`config.mk`:
```
export PLATFORM = sky130hd
export DESIGN_NAME = bcp_cell
export DESIGN_NICKNAME = d
export VERILOG_FILES = /design/src/hdl/bcp_pkg.sv /design/src/hdl/bcp_cell.sv
export SDC_FILE = /design/constraint.sdc
export NUM_CORES = 1
export LEC_CHECK = 0
export BUFFER_PORTS_ARGS = -buffer_cell sky130_fd_sc_hd__buf_2
export CAP_MARGIN = 20
export CORE_AREA = 2 2 134 123
export DETAILED_ROUTE_END_ITERATION = 10
export DIE_AREA = 0 0 136 125
export GPL_ROUTABILITY_DRIVEN = 0
export GPL_TIMING_DRIVEN = 1
export HOLD_SLACK_MARGIN = 0.02
export SLEW_MARGIN = 20
export SYNTH_ARGS = -nofsm -noshare
export SYNTH_HDL_FRONTEND = slang
export SYNTH_SLANG_ARGS = --single-unit
```
`constraint.sdc`:
```
create_clock -name clk -period 2.79 [get_ports clk]
set_clock_uncertainty 0.15 [all_clocks]
set_input_delay 0.279 -clock clk [delete_from_list [all_inputs] [get_ports clk]]
set_output_delay 0.279 -clock clk [all_outputs]
set_load 0.05 [all_outputs]
```
`src/hdl/bcp_pkg.sv`:
```
// Package for the Pascal-triangle binomial coefficient block.
// Holds field widths, the controller state type and the cell link type.
// No dependencies.
package bcp_pkg;

	localparam int ORDER_W = 6;
	localparam int COEF_W  = 64;

	typedef enum logic [1:0] {
		ST_IDLE,
		ST_RUN,
		ST_DONE
	} bcp_state_t;

	typedef struct packed {
		logic              act;
		logic              ovf;
		logic [COEF_W-1:0] sum;
	} bcp_link_t;

endpackage

```
`src/hdl/bcp_cell.sv`:
```
// One cell of the Pascal-triangle chain: holds one entry of the work row.
// Adds its left neighbor's entry on each active wavefront step, if its index is at most order - choose.
// Depends on bcp_pkg.
module bcp_cell import bcp_pkg::*; #(
	parameter int IDX = 1
) (
	input  logic               clk,
	input  logic               arst_n,
	input  logic               load,
	input  logic [ORDER_W-1:0] diff,
	input  bcp_link_t          link_i,
	output bcp_link_t          link_o
);

	logic              act_q;
	logic              live_q;
	logic              ovf_q;
	logic [COEF_W-1:0] sum_q;
	logic [COEF_W:0]   add;

	assign add = {1'b0, link_i.sum} + {1'b0, sum_q};

	always_ff @(posedge clk or negedge arst_n) begin
		if (!arst_n) begin
			act_q  <= 1'b0;
			live_q <= 1'b0;
		end else begin
			act_q <= link_i.act & ~load;
			if (load) begin
				live_q <= (IDX <= 32'(diff));
			end
		end
	end

	always_ff @(posedge clk) begin
		if (load) begin
			sum_q <= COEF_W'(IDX + 1);
			ovf_q <= 1'b0;
		end else if (link_i.act && live_q) begin
			sum_q <= add[COEF_W] ? {COEF_W{1'b1}} : add[COEF_W-1:0];
			ovf_q <= ovf_q | link_i.ovf | add[COEF_W];
		end
	end

	assign link_o.act = act_q;
	assign link_o.ovf = ovf_q;
	assign link_o.sum = sum_q;

endmodule

```
# Yosys cells after proc, flatten, opt, wreduce, memory -nomap -nowiden
# Cells that the tools add are included.
# totals
regBits,67
elab_cells,12
input_bits,75
output_inout_bits,66
# op_classes
n_bitwise,4
reduce_logical,1
add_sub_neg,1
n_lt_le_gt_ge,1
mux,1
# op_table
operator,n
$add 64x64->65,1
$mux 64,1
$le 1x6->1 const A,1
$or 1x1->1,2
$and 1x1->1,1
$logic_and 1x1->1,1
$not 1->1,1

# Depth between registers and ports, before layout
# Gate-level depths: netlist (run 1).
# logic_depth
depth_word,2
depth_mapped,14
depth_no_buf,12

# Least setup slack after synthesis (run 1)
# OpenSTA, ideal clock, no wires.
# synth_path
path_kind,register to register
startpoint,register sum_q[54]
endpoint,register sum_q[10]
required_time_ns,2.512
path_stages_with_launch,15
t_arrival_ns,3.218
slack_ns,-0.706
n_path_buf,3
setup_ns,0.128
synth_period_minus_slack_ns,3.496
path_cell_list,dfxtp_1 > ha_1 > and2_1 > buf_6 > and3_1 > and3_1 > a221o_1 > a221o_1 > a21oi_2 > o31ai_4 > nand2b_1 > buf_6 > buf_8 > o22ai_2 > nor2_1
# synth_via
elab_chain_cells,2
# synth_lines
item,line,text
from (decl),bcp_cell.sv:18,logic [COEF_W-1:0] sum_q;
from (signal assigned),bcp_cell.sv:37,sum_q <= COEF_W'(IDX + 1);
from (signal assigned),bcp_cell.sv:40,sum_q <= add[COEF_W] ? {COEF_W{1'b1}} : add[COEF_W-1:0];
$add 64x64->65,bcp_cell.sv:21,"assign add = {1'b0, link_i.sum} + {1'b0, sum_q};"
$mux 64,bcp_cell.sv:40,
# Every way passes these cells.
# A chain may end at the register's enable or synchronous reset.

# Final worst setup path (run 1)
# layout_path
startpoint,register sum_q[0]
endpoint,register sum_q[61]
# Same word-level chain as after synthesis.

==> impl_metrics.toml, run 1 <==
[run]
cap_violations = 0

[sta]
maxSlewViolCount = 0
fmaxAchievable_mhz = 320.7
finalHoldViolCount = 0
finalSetupTns_ns = -13.50
worstMarginPinSlew_ns = 0.8128
timing.final.ws_setup_ns = -0.3280
rsz0062_at_grt = "true"
setup_viol = 65
fin_crit_sh_pct = 111.8
worst_slew_margin_rel_pct = 45.68
final.min_clock_period_ns = 3.118

[synth]
ys.warnings.count = 0
synth_area_leader_cell = "dfxtp_1"
synth_edf_count = 0
yosysTopAreaCellShare_pct = 21.16
synthesis.area_um2 = 6151
ys_top_cells_by_count = "nor2_1, a21oi_1, dfxtp_1"
synth.most_common_cell = "nor2_1"
synth.distinct_cells = 63
synth_nets = 941
synth_top_cells_by_area = "dfxtp_1, ha_1, a21oi_1"
ys.flop_type = "dfxtp_1"
syn_avg_cell_area_um2 = 7.679
ys_async_sr_fraction_pct = 2.985
synth_seq_cells = 67
ys_seq_area_share_pct = 21.97
syn_inst = 801

[route]
drc = 0
vias = 7637
dr.first_iter.drc_count = 537
drt-pass1-iter-count = 5
wl_um = 23030
antenna_left = 0
viasPerCell = 5.486
routedWlPerCell_um = 16.55

[setup_path]
worstSetupStartpointType = "register"
path_class = "reg -> reg"
worst_path_max_delay_cell = "dfxtp_4"
cp-end-kind = "register"
path_buf_inv = 3
worst_path_dominant_cell_family = "compound AO/OA/AOI/OAI gates"
cp_cell_sequence = "ha_4 -> fa_2 -> a21o_1 -> o21ai_2 -> a21o_1 -> buf_6 -> o21ai_4 -> a31oi_4 -> o31a_1 -> o31ai_4 -> buf_6 -> nor2_4 -> clkbuf_16 -> a211oi_2"
slowest_delay_ns = 0.35
crit_path_max_fanout = 7
critPathRequiredTime_ns = 2.87
cp_data_arrival_time_ns = 3.19

[global_routing]
grt_first_pass_wirelength_um = 35390
track_usage_pct = 26.06
grt_pass1_vias = 7013
grt_max_degree = 58
antenna_found_initial = 0
gr-total-overflow = 0

[final_layout]
num_antenna_cells = 0
nFillCells = 1354
multi_input_area_um2 = 5375
stdcell_count = 1392
regArea_um2 = 1461
syn2layout_area_growth_pct = 68.73
drive_gt1_share_pct = 51.73
fin_nets = 1320

[die]
core_area_um2 = 15750
die_w_um = 136
dieArea_um2 = 17000
pin_count = 141
rows = 44
initial_core_util_pct = 39.07
fp.dieH_um = 125

[clock_network]
clockBufferDepth = 2
cts_root_buf = "clkbuf_16"
h-tree-depth = 3
clkLatencyLatePin_ns = 0.35
clk_pin_slew_ns = 0.06
cts_tree = "done"
numClockSinks = 67
numCtsBuffers = 9

[power_and_ir_drop]
p_leak_nw = 4.784
powerDensity_nw_per_um2 = 612.7
finalPower_mw = 6.359
peakVddDrop_v = 0.0003796

[worst_hold_path]
hold_path_class = "in -> reg"

[status]
violations = "negative setup slack"
run_status = "finished, violations left"

[placed_design]
place_inst = 1362
portBuffers = 140
dp_hpwl_um = 17370
==> per-layer routing <==
layer / global-route usage [%] / wire [µm] / vias to the layer above
li1: - / - / 3745
met2: 39.34 / 10050 / 265
met3: 4.866 / 1475 / 46
met5: 0 / 0 / -
met4: 7.966 / 522 / 0
met1: 37.47 / 10980 / 3581
==> repair_timing <==
item	CTS	global route
setup buffers	6	9
gates resized for setup	65	75
endpoints found under the hold margin	2	0
hold buffers	1	0
pin swaps	19	52
endpoints found under the setup margin	65	65
cloned	0	1
==> logic make-up after synthesis <==
family	count (synthesis)	synth area share [%]
simple gates	242	17.60
xor+xnor	60	8.543
buf+inv	67	4.943
flops	67	21.97
fa+ha+maj	65	13.34
compound gates	300	33.61
==> power by group <==
group          internal, mW  switching [mW]  total (mW)
clock                 0.653           0.490        1.14
sequential             1.12           0.105        1.22
combinational          1.81            2.19        4.00
total                  3.58            2.78        6.36
==> layout make-up <==
class	count	area share (%)
tap	207	2.495
sequential	67	14.08
clock inverter	6	0.3737
inverter	24	0.8680
clock buffer	10	2.411
multi-input combinational	667	51.79
timing repair buffer	411	27.98
==> sequential cells by signal, summed over array words and instances, names as in the netlist <==
signal  count
live_q      1
ovf_q       1
act_q       1
sum_q      64
==> layout by cell type (no fill, tap or decap), drive strengths merged, types with 6 or more instances in the layout <==
| cell | n |
|---|---|
| buf | 409 |
| nor2 | 97 |
| a21oi | 94 |
| dfxtp | 65 |
| ha | 64 |
| nand2 | 60 |
| o21ai | 46 |
| xnor2 | 36 |
| a21o | 25 |
| a311oi | 25 |
| inv | 24 |
| xor2 | 24 |
| a211oi | 23 |
| nor3 | 20 |
| nand3 | 19 |
| nand4 | 18 |
| o21bai | 18 |
| o22ai | 18 |
| clkbuf | 11 |
| a31oi | 10 |
| o21a | 6 |
| and3 | 6 |
==> worst register-to-register path: cells and delay by family, from the launching register on <==
kind,cells,cell delay (ns)
fa+ha+maj,2,0.50
buf+inv,3,0.48
compound gates,8,1.34
simple gates,1,0.17
flops,1,0.35
==> worst paths after layout <==
kind	end	start	slack (ns)	cells after the start
worst max-delay path	sum_q[61]	sum_q[0]	-0.33	14
worst min-delay path	act_q	link_i[65]	0.04	2
worst max register to register	sum_q[61]	sum_q[0]	-0.33	14
worst min register to register	ovf_q	ovf_q	0.34	2
max in group asynchronous	live_q	arst_n	2.30	2
min in group asynchronous	act_q	arst_n	0.09	2
==> metrics by stage <==
stage	util, %	cell area, µm²	setup slack, ns	hold WS (ns)
2_1_floorplan	-	6510	-0.2274	-0.1666
3_3_place_gp	58.60	9226	-0.6319	-0.07956
3_5_place_dp	58.60	9226	-0.7041	-0.07866
4_1_cts	62.91	9905	-0.3018	0.04085
5_1_grt	65.92	10380	-0.4401	0.04613
6_report	65.92	10380	-0.3280	0.03780
Note: power is estimated with default switching activity, not from simulation.
==> inputs of run 2 (changes only) <==
--- a/config.mk
+++ b/config.mk
@@ -5,7 +5,7 @@
 export SDC_FILE = /design/constraint.sdc
 export NUM_CORES = 1
 export LEC_CHECK = 0
-export BUFFER_PORTS_ARGS = -buffer_cell sky130_fd_sc_hd__buf_2
+export BUFFER_PORTS_ARGS = -buffer_cell sky130_fd_sc_hd__buf_4
 export CAP_MARGIN = 20
 export CORE_AREA = 2 2 134 123
 export DETAILED_ROUTE_END_ITERATION = 10
==> impl_metrics.toml, run 2 (synthesis results as in run 1) <==
[final_layout]
largest_reg_flops = 64
regArea_um2 = 1461
syn2layout_area_growth_pct = 71.38
stdcell_count = 1399
fin_nets = 1327
finish.utilization_pct = 66.95
multi_input_area_um2 = 5130
nFillCells = 1381
num_antenna_cells = 0
drive_gt1_share_pct = 48.57
final_cell_mix = "buf_4, nor2_1, a21oi_1, nand2_1, ha_1"
regMostFlops = "sum_q"
layout_commonest_cell = "buf_4"
final_area_um2 = 10540

[sta]
maxSlewViolCount = 0
fin_crit_sh_pct = 111.9
setup_viol = 65
fmaxAchievable_mhz = 320.2
final.min_clock_period_ns = 3.123
finalHoldViolCount = 0
hold_ws_ns = 0.06421
worst_slew_margin_rel_pct = 42.55
worstMarginPinSlew_ns = 0.8618
timing.final.ws_setup_ns = -0.3331
rsz0062_at_grt = "true"
finalSetupTns_ns = -18.17

[power_and_ir_drop]
pwr-share-comb_pct = 63.4
clkPwrFrac_pct = 17.5
switchingPower_mw = 2.736
p_leak_nw = 4.872
powerDensity_nw_per_um2 = 604.6
peakVddDrop_v = 0.0004792
finalPower_mw = 6.373
swShare_pct = 42.93
internal-power_mw = 3.637
p_seq_share_pct = 19.1

[setup_path]
critPathRequiredTime_ns = 2.90
worst_r2r_path_depth = 14
path_depth = 14
path_class = "reg -> reg"
worstSetupEndpoint = "sum_q[51]"
crit_path_max_fanout = 9
worstSetupStartpointType = "register"
slowest_delay_ns = 0.35
worst_path_dominant_cell_family = "compound AO/OA/AOI/OAI gates"
worst_path_max_delay_cell = "dfxtp_4"
r2r-start = "sum_q[4]"
crit_path_start = "sum_q[4]"
path_buf_inv = 4
cp_data_arrival_time_ns = 3.24
crit_top_cell = "buf_6"
cp_cell_sequence = "ha_4 -> buf_6 -> o211a_1 -> o21ai_2 -> a21o_1 -> buf_6 -> o21ai_4 -> a31oi_4 -> o31a_1 -> o31ai_4 -> buf_6 -> nor2_4 -> buf_12 -> a211oi_1"
regToRegSetupSlack_ns = -0.33
r2r-end = "sum_q[51]"
cp-end-kind = "register"

[die]
dieArea_um2 = 17000
fp.dieH_um = 125
pin_count = 141
rows = 44
initial_core_util_pct = 39.07
core_area_um2 = 15750
die_w_um = 136

[route]
routedWlPerCell_um = 16.53
antenna_left = 0
wl_um = 23130
wl_met3_um = 1333
drt-pass1-iter-count = 5
viasPerCell = 5.377
wl_met2_um = 10250
drt-met1-wl_um = 10990
vias = 7522
drc = 0
dr.first_iter.drc_count = 447
top_layer_used = "met4"

[clock_network]
h-tree-depth = 3
cts_tree = "done"
numCtsBuffers = 9
clockBufferDepth = 2
clk_pin_slew_ns = 0.06
clkLatencyLatePin_ns = 0.35
cts_root_buf = "clkbuf_16"
numClockSinks = 67

[global_routing]
track_usage_pct = 26.55
grt_max_degree = 69
gr-total-overflow = 0
antenna_found_initial = 0
grt_first_pass_wirelength_um = 36180
grt_pass1_vias = 7324

[placed_design]
dp_slack_ns = -0.5990
dpl-instance-area_um2 = 9579
portBuffers = 140
place_inst = 1364
dp_hpwl_um = 17680

[worst_hold_path]
min_from = "diff[0]"
hold_path_class = "in -> reg"

[run]
cap_violations = 0

[status]
run_status = "finished, violations left"
violations = "negative setup slack"
==> run 2: cell types whose count changed in the layout (fill, tap and decap cells not counted), sizes merged <==
cell	change
buf	+5
inv	+1
clkbuf	+2
clkinv	-3
dlygate4sd3	+1
clkinvlp	+1
==> run 2: metal layers <==
layer	track usage, %	up-vias
li1	-	3755
met1	38.42	3478
met2	40.11	253
met3	4.298	36
met4	8.395	0
met5	0	-
==> run 2: how the worst min path moves through the flow <==
| stage | depth (start not counted) | to |
|---|---|---|
| global route | 3 | ovf_q |
| floorplan | 0 | act_q |
| global placement | 1 | act_q |
| CTS | 3 | live_q |
| finish | 3 | live_q |
| detailed placement | 1 | act_q |
==> run 2: repair_timing <==
item,in CTS,in global routing
pin swaps,19,38
endpoints found under the hold margin,3,0
setup endpoints to repair,65,65
buffers inserted,7,10
gates cloned,0,3
gates resized for setup,39,61
hold buffers,2,0
==> run 2: area by class of cell <==
| cell class | count | share of cell area, % |
|---|---|---|
| multi-input combinational | 667 | 48.66 |
| timing repair buffer | 418 | 31.43 |
| sequential | 67 | 13.86 |
| tap | 207 | 2.457 |
| clock buffer | 11 | 2.303 |
| inverter | 24 | 0.9258 |
| clock inverter | 5 | 0.3561 |
==> run 2: power groups by stage <==
stage               sequential [mW]  clock, mW  combinational (mW)
finish                         1.22       1.11                4.04
CTS                            1.22       1.13                3.76
global route                   1.23       1.18                4.34
floorplan                      1.70          0                1.65
detailed placement             1.23          0                3.61
global placement               1.23          0                3.60
==> run 2: tightest hold or removal path, cell delays in order <==
cell	delay, ns
buf_4	0.07
nor2_1	0.03
a31oi_1	0.13
